==> src/lzwe_pkg.sv <==
// Package for the LZW variable-width encoder.
// Holds the dictionary sizes, code widths, item and entry types and the hash function.
// Used by every module of the encoder; depends on nothing.
package lzwe_pkg;

  localparam int DICT_ENTRIES   = 4096;
  localparam int MIN_CODE_WIDTH = 9;
  localparam int MAX_CODE_WIDTH = 12;
  localparam int BYTE_CODES     = 256;

  localparam int CODE_W    = $clog2(DICT_ENTRIES);
  localparam int NF_W      = CODE_W + 1;
  localparam int KEY_W     = CODE_W + 8;
  localparam int HASH_BITS = CODE_W + 1;
  localparam int SLOTS     = 2 ** HASH_BITS;
  localparam int EPOCH_W   = 3;
  localparam int WIDTH_W   = 5;

  localparam int OUT_CODE_W = 12;
  localparam int OUT_BITS_W = 4;

  typedef struct packed {
    logic       eos;
    logic [7:0] data_byte;
  } in_item_t;

  typedef struct packed {
    logic                  final_code;
    logic [OUT_BITS_W-1:0] code_bits;
    logic [OUT_CODE_W-1:0] out_code;
  } out_item_t;

  typedef struct packed {
    logic               used;
    logic [EPOCH_W-1:0] epoch;
    logic [CODE_W-1:0]  code;
    logic [KEY_W-1:0]   key;
  } entry_t;

  function automatic logic [HASH_BITS-1:0] hash_key(input logic [CODE_W-1:0] prefix,
                                                    input logic [7:0] data_byte);
    logic [HASH_BITS-1:0] h;
    h = {1'b0, prefix} ^ (HASH_BITS'(data_byte) << (HASH_BITS - 8));
    return h;
  endfunction

  function automatic logic [OUT_CODE_W-1:0] to_out_code(input logic [CODE_W-1:0] c);
    logic [31:0] tmp;
    tmp = 32'(c);
    return tmp[OUT_CODE_W-1:0];
  endfunction

endpackage

==> src/lzwe_front.sv <==
// Input side of the LZW encoder: a two-entry queue of accepted bytes.
// Depends on lzwe_pkg for the input item type.
module lzwe_front (
  input  logic              clk,
  input  logic              rst,
  input  logic              s_tvalid,
  output logic              s_tready,
  input  logic [7:0]        s_tdata,   // data_byte [7:0]
  input  logic              s_tlast,   // end_of_stream
  output logic              item_valid,
  output lzwe_pkg::in_item_t item,
  input  logic              item_pop
);

  lzwe_pkg::in_item_t entries [2];
  logic       wr_ptr;
  logic       rd_ptr;
  logic [1:0] count;
  logic       push;

  assign s_tready   = (count != 2'd2);
  assign push       = s_tvalid && s_tready;
  assign item_valid = (count != 2'd0);
  assign item       = entries[rd_ptr];

  always_ff @(posedge clk) begin
    if (push) begin
      entries[wr_ptr] <= '{eos: s_tlast, data_byte: s_tdata};
    end
    if (rst) begin
      wr_ptr <= 1'b0;
      rd_ptr <= 1'b0;
      count  <= 2'd0;
    end else begin
      if (push) begin
        wr_ptr <= ~wr_ptr;
      end
      if (item_pop) begin
        rd_ptr <= ~rd_ptr;
      end
      count <= count + 2'(push) - 2'(item_pop);
    end
  end

endmodule

==> config.mk <==
export PLATFORM = sky130hd
export DESIGN_NAME = lzwe_front
export DESIGN_NICKNAME = d
export VERILOG_FILES = /design/src/lzwe_pkg.sv /design/src/lzwe_front.sv
export SDC_FILE = /design/constraint.sdc
export NUM_CORES = 1
export LEC_CHECK = 0
export BUFFER_PORTS_ARGS = -buffer_cell sky130_fd_sc_hd__clkbuf_2
export CAP_MARGIN = 20
export CORE_MARGIN = 4
export CORE_UTILIZATION = 28
export DETAILED_ROUTE_END_ITERATION = 6
export GPL_ROUTABILITY_DRIVEN = 0
export PLACE_DENSITY = 0.62
export SLEW_MARGIN = 20
export SYNTH_ARGS = -nofsm -noshare
export SYNTH_HDL_FRONTEND = slang
export SYNTH_SLANG_ARGS = --single-unit
export TNS_END_PERCENT = 100
==> constraint.sdc <==
create_clock -name clk -period 1.6 [get_ports clk]
set_clock_uncertainty 0.15 [all_clocks]
set_input_delay 0.32 -clock clk [delete_from_list [all_inputs] [get_ports clk]]
set_output_delay 0.32 -clock clk [all_outputs]
set_load 0.05 [all_outputs]
==> results.py <==
metrics = {
    "global_route": {
        "antenna_found_initial": 0,
        "grt.total_usage": 0.0851,
        "grt_pass1_vias": 596,
        "overflow": 0,
        "met2_usage": 0.146,
        "met1_usage": 0.0886,
        "grt_max_degree": 14,
        "gr-usage-met3": 0.0451,
        "busiest_layer": "met2",
        "grt_pass1_wl_mm": 2.68,
    },
    "routing": {
        "vias": 595,
        "wl_mm": 1.72,
        "drt_iter0_markers": 5,
        "drc_errors": 0,
        "vias_per_cell": 4.28,
        "ant_nets": 0,
        "first_pass_iters": 3,
        "wl_per_cell_um": 12.4,
    },
    "floorplan": {
        "core-area_um2": 3080,
        "dieArea_um2": 4190,
        "die_y_um": 64.8,
        "io_pins": 24,
        "initial_core_util": 0.293,
        "rows": 20,
        "fp.dieW_um": 64.8,
    },
    "yosys": {
        "yosysMostFrequentCell": "edfxtp_1",
        "async_flop_share": 0,
        "netlist_area_um2": 902,
        "syn-num-nets": 71,
        "ys_ff_latch": 23,
        "yosysUniqueCellTypes": 22,
        "ys.flop_type": "edfxtp_1",
        "synth_common_cells": "edfxtp_1, mux2_1, dfxtp_1, inv_1",
        "synth_edf_count": 18,
        "synth_seq_area_share": 0.710,
        "yosysWarnings": 0,
        "synth.area.top_cells": "edfxtp_1, dfxtp_1, mux2_1",
        "synthCells": 57,
        "synth_top_area_cell": "edfxtp_1",
        "synth_top_area_share": 0.599,
        "avgSynthCellArea_um2": 15.8,
    },
    "cells_and_area": {
        "area_growth_pct": 57.3,
        "stdcell_count": 139,
        "nFillCells": 281,
        "fin_nets": 110,
        "drive_above_1_share": 0.589,
        "multi_input_area_um2": 290,
        "post-route-util": 0.461,
        "antenna_cells": 0,
        "fin_area_um2": 1420,
        "regArea_um2": 647,
    },
    "clock_network": {
        "cts.sinks": 23,
        "clk_pin_slew_worst_paths_ps": 120,
        "clockBufferDepth": 2,
        "cts_buffers": 3,
        "cts_tree": "built",
        "clock-root-buffer": "clkbuf_4",
        "cts_hold_buf": 0,
        "h-tree-depth": 1,
        "clock_latency_ps": 300,
    },
    "place": {
        "dp_hpwl_mm": 1.12,
        "portBuffers": 23,
        "dpl_cell_area_um2": 1150,
        "dpl.cell_count": 130,
    },
    "pwr": {
        "finalPower_mw": 1.62,
        "power.density_nw_per_um2": 1140,
        "power_leakage_nw": 0.580,
        "peakVddDrop_mv": 0.572,
    },
    "hold_path": {
        "hold_start": "s_tdata[0]",
        "holdPathStages": 1,
        "hold_class": "input pin to flop",
        "min_delay_worst_endpoint": "entries[1][0]",
    },
    "critical_path": {
        "path_max_fanout": 4,
        "path_buf_inv": 2,
        "r2r_end": "count[1]",
        "cpMaxStageDelayCell": "dfxtp_4",
        "worstReg2RegStart": "count[1]",
        "worstSetupPathType": "flop to output pin",
        "r2r_cells": 7,
        "cpPeakStageDelay_ps": 390,
        "crit_path_end_kind": "output pin",
        "worstPathRequired_ps": 1130,
        "arrival_ps": 1300,
        "cpLargestDelayFamily": "flip-flops",
        "crit_path_start_kind": "flop",
        "r2r_setup_slack_ps": -110,
        "path_cells": "clkbuf_16, mux2_4, buf_8",
    },
    "timing": {
        "period_share": 1.11,
        "maxSlewViolCount": 0,
        "finalWorstSetupSlack_ps": -168,
        "fmax_mhz": 565,
        "max_slew_margin": 0.798,
        "setup_violations": 11,
        "tightest_slew_ps": 296,
        "min_period_ps": 1770,
        "final-hold-violation-count": 0,
        "rsz0062_at_grt": "yes",
    },
    "outcome": {
        "violations": "setup timing",
        "status": "complete, but fails checks",
    },
    "job": {
        "cap_violations": 0,
    },
}
-- per-layer routing --
metal | wire, µm | vias up
li1 | - | 288
met1 | 633 | 282
met2 | 895 | 21
met3 | 173 | 4
met4 | 14 | 0
met5 | 0 | -
-- worst register-to-register path, cell delays in order (launching register included) --
cell and delay (ps):
dfxtp_2 360, buf_6 110, nand2b_4 70, nand2_2 50
xnor2_1 120, ha_2 190, or4b_1 510, nand4b_1 100
-- power by group --
part	total, mW	switching [mW]	internal (mW)
Combinational	0.624	0.302	0.322
Clock	0.258	0.165	0.0932
Sequential	0.735	0.0240	0.711
Total	1.62	0.491	1.13
-- how the worst max path moves through the flow --
stage | end | cells after the start
floorplan | count[1] | 6
global placement | count[1] | 6
detailed placement | count[1] | 6
CTS | item[0] | 3
global route | item[0] | 3
finish | item[0] | 3
-- placed cells by master, fill, tap and decap left out, types with 2 or more instances in the layout --
| master | count |
|---|---|
| edfxtp_1 | 18 |
| clkbuf_2 | 12 |
| mux2_4 | 9 |
| buf_8 | 9 |
| buf_4 | 6 |
| buf_6 | 4 |
| nor2_1 | 3 |
| inv_1 | 3 |
| clkbuf_4 | 3 |
| clkbuf_16 | 3 |
| xnor2_1 | 2 |
| nand4_1 | 2 |
| dfxtp_2 | 2 |
| dfxtp_1 | 2 |
-- logic make-up (layout without fill, tap and decap cells) --
group,count (synthesis),in the layout,synth area share
XOR/XNOR,2,2,0.0194
multiplexers,9,9,0.112
buffers and inverters,5,43,0.0222
flip-flops,23,23,0.710
AND/OR/NAND/NOR,13,13,0.0874
AO/OA/AOI/OAI,4,4,0.0347
adder cells (fa/ha/maj),1,1,0.0139
-- flip-flops by register name, summed over array words and instances, names as in the netlist, named ones only --
signal,flops
count,2
entries,18
rd_ptr,1
wr_ptr,1
-- metrics by stage --
| stage | TNS, ps | worst slack (ps) | hold slack [ps] |
|---|---|---|---|
| after floorplan | -122 | -122 | 234 |
| after global placement | 0 | 32.7 | 350 |
| after detailed placement | -27.8 | -27.8 | 357 |
| after CTS | -1830 | -194 | 31.8 |
| after global routing | -2170 | -220 | 12.3 |
| final | -1540 | -168 | 46.0 |
-- repair_timing --
action / CTS / global route
gates resized for setup: 32 / 25
endpoints found under the setup margin: 12 / 21
cloned: 0 / 1
pin swaps: 2 / 0
buffers inserted: 3 / 1
-- area by class of cell --
class | count | share of cell area
timing repair buffer | 35 | 0.268
sequential | 23 | 0.456
clock inverter | 1 | 0.00353
inverter | 4 | 0.0132
multi-input combinational | 29 | 0.205
clock buffer | 3 | 0.0159
tap | 44 | 0.0388
Power figures use the tool's default switching activity.
