### src/lzwe_pkg.sv
// Package for the LZW variable-width encoder.
// Holds the dictionary sizes, code widths, item and entry types and the hash function.
// Used by every module of the encoder; depends on nothing.
package lzwe_pkg;

  localparam int DICT_ENTRIES   = 4096;
  localparam int MIN_CODE_WIDTH = 9;
  localparam int MAX_CODE_WIDTH = 12;
  localparam int BYTE_CODES     = 256;

  localparam int CODE_W    = $clog2(DICT_ENTRIES);
  localparam int NF_W      = CODE_W + 1;
  localparam int KEY_W     = CODE_W + 8;
  localparam int HASH_BITS = CODE_W + 1;
  localparam int SLOTS     = 2 ** HASH_BITS;
  localparam int EPOCH_W   = 3;
  localparam int WIDTH_W   = 5;

  localparam int OUT_CODE_W = 12;
  localparam int OUT_BITS_W = 4;

  typedef struct packed {
    logic       eos;
    logic [7:0] data_byte;
  } in_item_t;

  typedef struct packed {
    logic                  final_code;
    logic [OUT_BITS_W-1:0] code_bits;
    logic [OUT_CODE_W-1:0] out_code;
  } out_item_t;

  typedef struct packed {
    logic               used;
    logic [EPOCH_W-1:0] epoch;
    logic [CODE_W-1:0]  code;
    logic [KEY_W-1:0]   key;
  } entry_t;

  function automatic logic [HASH_BITS-1:0] hash_key(input logic [CODE_W-1:0] prefix,
                                                    input logic [7:0] data_byte);
    logic [HASH_BITS-1:0] h;
    h = {1'b0, prefix} ^ (HASH_BITS'(data_byte) << (HASH_BITS - 8));
    return h;
  endfunction

  function automatic logic [OUT_CODE_W-1:0] to_out_code(input logic [CODE_W-1:0] c);
    logic [31:0] tmp;
    tmp = 32'(c);
    return tmp[OUT_CODE_W-1:0];
  endfunction

endpackage

### src/lzwe_out_buf.sv
// Output side of the LZW encoder: a two-entry queue of emitted codes.
// Depends on lzwe_pkg for the output item type.
module lzwe_out_buf (
  input  logic               clk,
  input  logic               rst,
  input  logic               push,
  input  lzwe_pkg::out_item_t item,
  output logic               empty,
  output logic               m_tvalid,
  input  logic               m_tready,
  output logic [15:0]        m_tdata,  // out_code [11:0], code_bits [15:12]
  output logic               m_tlast   // final_code
);

  lzwe_pkg::out_item_t entries [2];
  logic       wr_ptr;
  logic       rd_ptr;
  logic [1:0] count;
  logic       pop;

  assign empty    = (count == 2'd0);
  assign m_tvalid = !empty;
  assign pop      = m_tvalid && m_tready;
  assign m_tdata  = {entries[rd_ptr].code_bits, entries[rd_ptr].out_code};
  assign m_tlast  = entries[rd_ptr].final_code;

  always_ff @(posedge clk) begin
    if (push) begin
      entries[wr_ptr] <= item;
    end
    if (rst) begin
      wr_ptr <= 1'b0;
      rd_ptr <= 1'b0;
      count  <= 2'd0;
    end else begin
      if (push) begin
        wr_ptr <= ~wr_ptr;
      end
      if (pop) begin
        rd_ptr <= ~rd_ptr;
      end
      count <= count + 2'(push) - 2'(pop);
    end
  end

endmodule

### config.mk
export PLATFORM = sky130hd
export DESIGN_NAME = lzwe_out_buf
export DESIGN_NICKNAME = d
export VERILOG_FILES = /design/src/lzwe_pkg.sv /design/src/lzwe_out_buf.sv
export SDC_FILE = /design/constraint.sdc
export NUM_CORES = 1
export LEC_CHECK = 0
export ABC_CLOCK_PERIOD_IN_PS = 1900
export BUFFER_PORTS_ARGS = -buffer_cell sky130_fd_sc_hd__buf_4
export CORE_MARGIN = 3
export CORE_UTILIZATION = 40
export DETAILED_ROUTE_END_ITERATION = 10
export GPL_TIMING_DRIVEN = 0
export SLEW_MARGIN = 20
export SYNTH_ARGS = -nofsm -noshare
export SYNTH_HDL_FRONTEND = slang
export SYNTH_SLANG_ARGS = --single-unit
export TNS_END_PERCENT = 50
### constraint.sdc
create_clock -name clk -period 1.9 [get_ports clk]
set_input_delay 0.19 -clock clk [delete_from_list [all_inputs] [get_ports clk]]
set_output_delay 0.19 -clock clk [all_outputs]
set_load 0.01 [all_outputs]
==> flow_summary.json, run 1 <==
{
  "grt_pass1_wl_mm": 3.60,
  "synthCells": 76,
  "synth_fp_nets": 99,
  "cp.required_ps": 1710,
  "htree_levels": 2,
  "synth_flop_cell": "edfxtp_1",
  "worstSetupPathType": "reg2out",
  "layout_min_cycle_time_ps": 1550,
  "tns_ps": 0,
  "ys_warn_count": 0,
  "slew_headroom": 0.475,
  "netlist_area_mm2": 0.00153,
  "num_rows": 21,
  "grt_max_degree": 18,
  "drive_gt1_frac": 0.565,
  "dp_hpwl_mm": 1.63,
  "grt_overflow_total": 0,
  "cp_max_fo": 10,
  "clockRootBuffer": "clkbuf_8",
  "async_flop_share": 0,
  "ff2ff_path_depth": 6,
  "worstPathArrival_ps": 1360,
  "rsz0062_at_grt": "false",
  "first_global_vias": 760,
  "fin_nets": 146,
  "post-route-util": 0.566,
  "startpoint_type": "register",
  "dieArea_mm2": 0.00460,
  "synth_edf_count": 34,
  "dpl.cell_count": 162,
  "antenna_left": 0,
  "synth_commonest_cells": "edfxtp_1, mux2_4, mux2_2",
  "vias_per_cell": 4.49,
  "fillers": 286,
  "worst_clock_skew_ps": 5.12,
  "clk_latency_ps": 290,
  "drtIter0Drc": 35,
  "die_h_um": 67.8,
  "syn_to_final_growth_pct": 29.4,
  "final_cell_count_no_fill": 170,
  "holdWs_ps": 81.5,
  "netlist.top_cell.by_area": "edfxtp_1",
  "cts_sinks": 39,
  "drc": 0,
  "track_usage": 0.115,
  "yosysSeqAreaShare": 0.733,
  "crit_path_end_kind": "output port",
  "cap_violations": 0,
  "timing.final.crit_share": 0.816,
  "peakVddDrop_v": 0.000685,
  "fp.coreArea_mm2": 0.00349,
  "num_antenna_cells": 0,
  "path_clk_slew_ps": 70,
  "tightestPinTransition_ps": 788,
  "fmaxAchievable_ghz": 0.645,
  "die_x_um": 67.8,
  "ys_top_cells_by_area": "edfxtp_1, mux2_4, dfxtp_1",
  "hold_depth": 1,
  "vias": 763,
  "clockBufferDepth": 2,
  "setup-violations-final": 0,
  "drt-total-wl_mm": 2.28,
  "hold_violations": 0,
  "hold_buffers": 0,
  "initial_utilization": 0.438,
  "cts_tree": "done",
  "gp_congestion": 0.695,
  "status": "finished, final reports clean",
  "cellPowerDensity_mw_per_mm2": 1150,
  "port_buffers": 39,
  "postSynthAreaPerCell_um2": 20.1,
  "wl_per_cell_um": 13.4,
  "yosysTopAreaCellShare": 0.668,
  "ys_seq_elements": 39,
  "postCtsSetupBuffers": 0,
  "yosysUniqueCellTypes": 15,
  "yosysMostFrequentCell": "edfxtp_1",
  "antenna_found_initial": 0,
  "cts-buffers-inserted": 5,
  "hp-class": "in2reg",
  "power_leakage_uw": 0.000788,
  "cts_resized": 0,
  "io_pins": 40,
  "dr.pass1.iters": 2,
  "drv_slew": 0
}
-- registers in the layout, summed over array words and instances (netlist names), named ones only --
register	count
count	2
rd_ptr	1
entries	34
wr_ptr	1
-- area by class of cell --
type / count / area [um2] / share of cell area
multi-input combinational: 32 / 368 / 0.186
clock inverter: 2 / 12.5 / 0.00633
sequential: 39 / 1120 / 0.567
inverter: 3 / 11.3 / 0.00569
tap: 46 / 57.6 / 0.0291
timing repair buffer: 40 / 304 / 0.154
clock buffer: 6 / 72.6 / 0.0367
buffer: 2 / 31.3 / 0.0158
-- logic make-up (layout without fill, tap and decap cells) --
kind of cell | after synthesis | after routing | synth area share
AOI/OAI and AO/OA | 1 | 1 | 0.00491
xor gates and xnor gates | 2 | 2 | 0.0205
adders and majority gates | 2 | 2 | 0.0164
buffers and inverters | 5 | 53 | 0.0278
DFF | 39 | 39 | 0.733
muxes | 19 | 19 | 0.169
and+or+nand+nor | 8 | 8 | 0.0278
-- per-layer routing --
layer | share of wire | vias to the layer above | global-route usage
met4 | 0.020 | 0 | 0.0596
li1 | - | 374 | -
met3 | 0.10 | 7 | 0.0640
met1 | 0.38 | 356 | 0.128
met5 | 0 | - | 0
met2 | 0.50 | 26 | 0.177
-- cells in the final DEF (no fill, tap or decap) --
| master | n |
|---|---|
| xnor2_1 | 1 |
| xnor3_1 | 1 |
| inv_1 | 3 |
| edfxtp_1 | 34 |
| o21a_1 | 1 |
| clkbuf_8 | 5 |
| clkinvlp_4 | 1 |
| and2_1 | 1 |
| or2_2 | 1 |
| clkbuf_1 | 1 |
| nor2b_1 | 2 |
| nor2b_2 | 1 |
| buf_12 | 1 |
| clkinv_2 | 1 |
| mux2_2 | 7 |
| ha_1 | 2 |
| buf_6 | 2 |
| nor2_1 | 3 |
| dfxtp_1 | 5 |
| mux2_4 | 12 |
| buf_4 | 39 |
-- power breakdown --
part	leakage (uW)	internal (uW)	switching (uW)
clock	0.0000412	256	269
sequential	0.000360	1020	31.9
combinational	0.000386	425	269
total	0.000788	1700	569
-- path summary, 6_finish.rpt --
| kind | to | from | slack, ps |
|---|---|---|---|
| worst min-delay path | entries[0][12] | item[12] | 80 |
| worst max-delay path | m_tdata[11] | register | 350 |
| worst max register to register | count[1] | count[1] | 500 |
| worst min register to register | wr_ptr | wr_ptr | 550 |
-- metrics by stage --
step | cell area, um2 | worst slack [ps] | total power (uW)
after detailed placement | 1890 | 484 | 1780
after floorplan | 1530 | 399 | 1510
after global placement | 1880 | -96.8 | 1750
after global routing | 1980 | 281 | 2380
after CTS | 1980 | 326 | 2310
final | 1980 | 349 | 2270
-- worst max-delay path, cell delays in order (launching register included) --
cell	delay, ps
dfxtp_1	320
buf_6	140
buf_12	150
mux2_4	300
buf_4	140
No activity file was read; power rests on OpenSTA's default activity.
==> run 2, diff against run 1 <==
ABC_AREA = 1   (was not set)
ABC_CLOCK_PERIOD_IN_PS = 1300   (was 1900)
PLACE_DENSITY = 0.66   (was not set)
clock period = 1.3 ns   (was 1.9 ns; I/O delays follow)
==> run 2 against run 1 <==
The run now ends with setup timing left. Global-route usage shrank 0.29 points. Sequential power grew 47%. Final cell count grew 7.6%. Combinational power grew 53%. Critical path depth is the same. Non-clock buffer count grew 1. Synthesized cell count grew 16%. Wire length grew 1.1%. Clock power grew 90%. Critical path type unchanged. Highest routed layer unchanged.
==> flow_summary.json, run 2 <==
{
  "clk_latency_ps": 280,
  "min_to": "entries[0][4]",
  "place_ws_ps": -173,
  "antenna_left": 0,
  "num_antenna_cells": 0,
  "die_x_um": 67.6,
  "track_usage": 0.112,
  "hp-class": "in2reg",
  "gp_congestion": 0.650,
  "postSynthAreaPerCell_um2": 17.2,
  "setup-violations-final": 18,
  "largest-register": "entries",
  "wl_per_cell_um": 12.6,
  "cts_tree": "done",
  "netlist.top_cell.by_area": "edfxtp_1",
  "startpoint_type": "register",
  "die_h_um": 67.6,
  "initial_utilization": 0.434,
  "drc": 0,
  "fin_nets": 159,
  "syn_to_final_growth_pct": 37.8,
  "dr.pass1.iters": 4,
  "yosysMostFrequentCell": "edfxtp_1",
  "reg_top3": "entries x34, count x2",
  "drt-total-wl_mm": 2.31,
  "finalPower_uw": 3600,
  "clockBufferDepth": 2,
  "path_clk_slew_ps": 70,
  "cts_sinks": 39,
  "grt_max_degree": 19,
  "largest_register_ffs": 34,
  "power_leakage_uw": 0.000846,
  "drv_slew": 0,
  "cp.required_ps": 1170,
  "slowest_delay_ps": 330,
  "vias_per_cell": 4.51,
  "yosysUniqueCellTypes": 13,
  "path_cells": "buf_8 -> clkbuf_16 -> mux2_4 -> buf_6",
  "num_rows": 21,
  "mostFrequentLayoutCell": "edfxtp_1",
  "dp_hpwl_mm": 1.59,
  "cpLargestDelayFamily": "buffers and inverters",
  "slew_headroom": 0.654,
  "reg2reg_from": "count[0]",
  "crit_path_end_kind": "output port",
  "hold_violations": 0,
  "synth_edf_count": 34,
  "drive_gt1_frac": 0.547,
  "worstSetupPathType": "reg2out",
  "ff2ff_path_depth": 9,
  "cellPowerDensity_mw_per_mm2": 1720,
  "clockRootBuffer": "clkbuf_8",
  "synth_fp_nets": 111,
  "worst_clock_skew_ps": 4.01,
  "dieArea_mm2": 0.00457,
  "holdWs_ps": 34.4,
  "final_cell_mix": "edfxtp_1, buf_4, mux2_4, buf_6, inv_1",
  "hold_depth": 1,
  "first_global_vias": 824,
  "peakVddDrop_v": 0.000939,
  "timing.final.crit_share": 1.12,
  "yosysTopAreaCellShare": 0.673,
  "async_flop_share": 0,
  "min_from": "item[4]",
  "post-route-util": 0.598,
  "r2r_setup_slack_ps": -70,
  "critical_path_buf_inv_count": 3,
  "placedInstanceArea_mm2": 0.00187,
  "vias": 825,
  "drtIter0Drc": 29,
  "fp.coreArea_mm2": 0.00349,
  "yosysSeqAreaShare": 0.739,
  "htree_levels": 2,
  "synth_flop_cell": "edfxtp_1",
  "rsz0062_at_grt": "true",
  "synth_commonest_cells": "edfxtp_1, mux2_4, inv_1, nor2_1, mux2_2",
  "netlist_area_mm2": 0.00152,
  "port_buffers": 39,
  "cp_max_fo": 9,
  "tightestPinTransition_ps": 517,
  "ys_warn_count": 0,
  "cp_slowest_cell": "dfxtp_2",
  "io_pins": 40,
  "grt_overflow_total": 0,
  "ys_seq_elements": 39,
  "cts-buffers-inserted": 5,
  "ys_top_cells_by_area": "edfxtp_1, mux2_4, dfxtp_1",
  "worstPathArrival_ps": 1320,
  "layout_min_cycle_time_ps": 1450,
  "final_area_mm2": 0.00209,
  "synthCells": 88,
  "setup_ws_ps": -154,
  "violations": "setup timing",
  "rr_endpoint": "count[1]",
  "cap_violations": 0,
  "status": "complete, but fails checks",
  "grt_pass1_wl_mm": 3.55,
  "antenna_found_initial": 0,
  "fmaxAchievable_ghz": 0.688
}
[run 2: cell count changes in the layout (fill, tap and decap cells not counted), sizes merged, moves of 2 or more]
cell | previous run | this run
nand2 | 0 | 6
nand3 | 0 | 2
mux2 | 19 | 17
nor2b | 3 | 0
inv | 3 | 8
nor2 | 3 | 9
[run 2: cells by family (layout without fill, tap and decap cells)]
| family | after synthesis | count (layout) | synth area share |
|---|---|---|---|
| AOI/OAI and AO/OA | 1 | 1 | 0.00330 |
| muxes | 17 | 17 | 0.151 |
| buffers and inverters | 11 | 60 | 0.0429 |
| and+or+nand+nor | 18 | 18 | 0.0470 |
| adders and majority gates | 2 | 2 | 0.0165 |
| DFF | 39 | 39 | 0.739 |
[run 2: power by group]
| part | switching, uW | internal (uW) | leakage [uW] |
|---|---|---|---|
| combinational | 446 | 617 | 0.000423 |
| sequential | 57.5 | 1480 | 0.000362 |
| clock | 376 | 620 | 0.0000612 |
[run 2: worst register-to-register path: stages, from the launching register on]
cell and delay (ps):
dfxtp_2 340, nor2_4 110, nor2_2 50, ha_1 260, inv_1 40, ha_1 180
inv_1 60, nand2_1 70, a21oi_2 120, nor2_1 50
[run 2: per-stage QoR]
| step | TNS [ps] | instances |
|---|---|---|
| detailed placement | -3720 | 173 |
| finish | -1870 | 183 |
| CTS | -2330 | 181 |
| global route | -3160 | 183 |
| global placement | -3470 | 173 |
| floorplan | -155 | 88 |
[run 2: worst max path at each step]
stage	from	end	slack, ps	depth (start not counted)
detailed placement	wr_ptr	entries[0][8]	-170	1
floorplan	count[0]	count[1]	-130	9
finish	register	m_tdata[15]	-150	4
global route	register	m_tdata[7]	-220	4
global placement	wr_ptr	entries[0][8]	-160	1
CTS	register	m_tdata[11]	-180	4
[run 2: area by class of cell]
class	instances	area, um2
Multi-Input combinational cell	38	352
Timing Repair Buffer	41	365
Clock buffer	6	82.6
Clock inverter	2	35.0
Inverter	9	37.5
Sequential cell	39	1120
Tap cell	46	57.6
Buffer	2	35.0
Fill cell	290	1410
[run 2: timing repair]
| action | CTS | global route |
|---|---|---|
| hold buffers | 0 | 1 |
| endpoints found under the setup margin | 52 | 19 |
| resized for setup | 13 | 7 |
| gates cloned | 0 | 1 |
| hold endpoints to repair | 0 | 1 |
| setup buffers | 0 | 0 |
[run 2: routing by layer]
layer,routed length (um),track usage,share of wire,vias up
li1,-,-,-,407
met1,878,0.118,0.38,389
met2,1240,0.191,0.54,27
met3,173,0.0549,0.075,2
met4,14,0.0456,0.0061,0
met5,0,0,0,-
==> run 3, diff against run 2 <==
CORE_UTILIZATION = 35   (was 40)
PLACE_DENSITY = not set   (was 0.66)
==> run 3 against run 2 <==
Clock skew decreased by 0.73 ps. Total power increased by 1.9%. Clock power decreased by 24%. Final cell count increased by 4.4%. Sequential power about the same. The flow still finishes with violations (setup timing). Via count increased by 4.7%.
==> flow_summary.json, run 3 (same netlist as run 2, synthesis figures left out) <==
{
  "clk_latency_ps": 280,
  "htree_levels": 2,
  "die_x_um": 71.8,
  "worstPathArrival_ps": 1290,
  "place_ws_ps": -178,
  "vias_per_cell": 4.52,
  "final_cell_mix": "edfxtp_1, buf_4, buf_6",
  "mostFrequentLayoutCell": "edfxtp_1",
  "cts_sinks": 39,
  "layout_min_cycle_time_ps": 1420,
  "clockBufferDepth": 2,
  "drtIter0Drc": 43,
  "dp_hpwl_mm": 1.73,
  "r2r_setup_slack_ps": -90,
  "vias": 864,
  "worstSetupPathType": "reg2out",
  "antenna_left": 0,
  "grt_max_degree": 19,
  "cp.required_ps": 1170,
  "antenna_found_initial": 0,
  "initial_utilization": 0.371,
  "largest_register_ffs": 34,
  "wl_per_cell_um": 14.4,
  "hold_violations": 0,
  "rsz0062_at_grt": "true",
  "syn_to_final_growth_pct": 42.9,
  "path_clk_slew_ps": 70,
  "drv_slew": 0,
  "reg_top3": "entries x34, count x2",
  "critPathMostFrequentCell": "buf_6",
  "fp.coreArea_mm2": 0.00409,
  "min_from": "rst",
  "drc": 0,
  "fmaxAchievable_ghz": 0.702,
  "reg2reg_from": "count[0]",
  "drive_gt1_frac": 0.596,
  "largest-register": "entries",
  "rr_endpoint": "count[1]",
  "hold_buffers": 0,
  "slowest_delay_ps": 320,
  "setup-violations-final": 18,
  "worst_clock_skew_ps": 3.28,
  "ff2ff_path_depth": 9,
  "slew_headroom": 0.655,
  "fin_nets": 163,
  "power_leakage_uw": 0.000882,
  "grt_overflow_total": 0,
  "fillers": 354,
  "endpoint": "m_tdata[1]",
  "dr.pass1.iters": 4,
  "status": "complete, but fails checks",
  "finalPower_uw": 3670,
  "tightestPinTransition_ps": 516,
  "num_antenna_cells": 0,
  "num_rows": 23,
  "dieArea_mm2": 0.00516,
  "drt-total-wl_mm": 2.74,
  "first_global_vias": 970,
  "cp_max_fo": 4,
  "grt_pass1_wl_mm": 4.30,
  "clockRootBuffer": "clkbuf_8",
  "cap_violations": 0,
  "crit_path_end_kind": "output port",
  "cellPowerDensity_mw_per_mm2": 1690,
  "die_h_um": 71.8,
  "violations": "setup timing",
  "cts-buffers-inserted": 5,
  "startpoint_type": "register",
  "track_usage": 0.114,
  "cp_slowest_cell": "dfxtp_2",
  "gp_congestion": 0.661,
  "cts_tree": "done",
  "io_pins": 40,
  "timing.final.crit_share": 1.10,
  "hp-class": "in2reg",
  "setup_ws_ps": -125,
  "peakVddDrop_v": 0.000817,
  "path_cells": "buf_6 -> buf_6 -> mux2_4 -> buf_6",
  "port_buffers": 39
}
## run 3: cell count changes in the layout (fill, tap and decap cells not counted), moves of 2 or more
| cell | before | now |
|---|---|---|
| buf_4 | 29 | 25 |
| buf_6 | 10 | 20 |
| clkbuf_1 | 0 | 2 |
| inv_1 | 8 | 6 |
| inv_2 | 0 | 2 |
| mux2_2 | 7 | 0 |
| mux2_4 | 10 | 17 |
| nand2_1 | 6 | 4 |
| nand2_2 | 0 | 2 |
## run 3: final cells by class
cell class / instances / area [um2] / area share
Multi-Input combinational cell: 38 / 400 / 0.185
Sequential cell: 39 / 1120 / 0.519
Clock buffer: 7 / 76.3 / 0.0352
Buffer: 2 / 31.3 / 0.0144
Clock inverter: 1 / 5.00 / 0.00231
Tap cell: 50 / 62.6 / 0.0289
Timing Repair Buffer: 45 / 429 / 0.198
Inverter: 9 / 37.5 / 0.0173
## run 3: metal layers
layer | track usage | part of all wire | up-vias
met5 | 0 | 0 | -
met3 | 0.0393 | 0.057 | 7
met2 | 0.202 | 0.55 | 33
met1 | 0.115 | 0.37 | 411
li1 | - | - | 413
met4 | 0.0689 | 0.023 | 0
## run 3: worst min path at each step
stage	to	slack, ps	cells past startpoint
2_1_floorplan	count[0]	200	1
3_3_place_gp	count[0]	310	2
3_5_place_dp	count[0]	320	2
4_1_cts	count[0]	2	2
5_1_grt	count[0]	5	2
6_report	count[0]	10	2
## run 3: repair_timing
| item | in CTS | in global routing |
|---|---|---|
| buffers inserted | 5 | 0 |
| endpoints found under the setup margin | 53 | 19 |
| pin swaps | 2 | 2 |
| gates cloned | 1 | 0 |
| resized for setup | 34 | 9 |
## run 3: where the power goes
group	internal [uW]	switching [uW]
Clock	376	378
Sequential	1480	58.3
Combinational	805	568
Total	2670	1000
## run 3: per-stage QoR
step | setup TNS (ps) | util | cell area [um2] | cells | hold WS [ps]
final | -1940 | 0.530 | 2170 | 191 | 12.8
after global routing | -2850 | 0.530 | 2170 | 191 | 5.38
after CTS | -2370 | 0.521 | 2130 | 191 | 1.66
after detailed placement | -4170 | 0.459 | 1870 | 177 | 315
after global placement | -3770 | 0.459 | 1870 | 177 | 307
after floorplan | -155 | - | 1520 | 88 | 201
## run 3: worst max-delay path: cells and delay by family (launching register included)
kind | cells | cell delay [ps]
buffers and inverters | 3 | 380
DFF | 1 | 320
muxes | 1 | 310
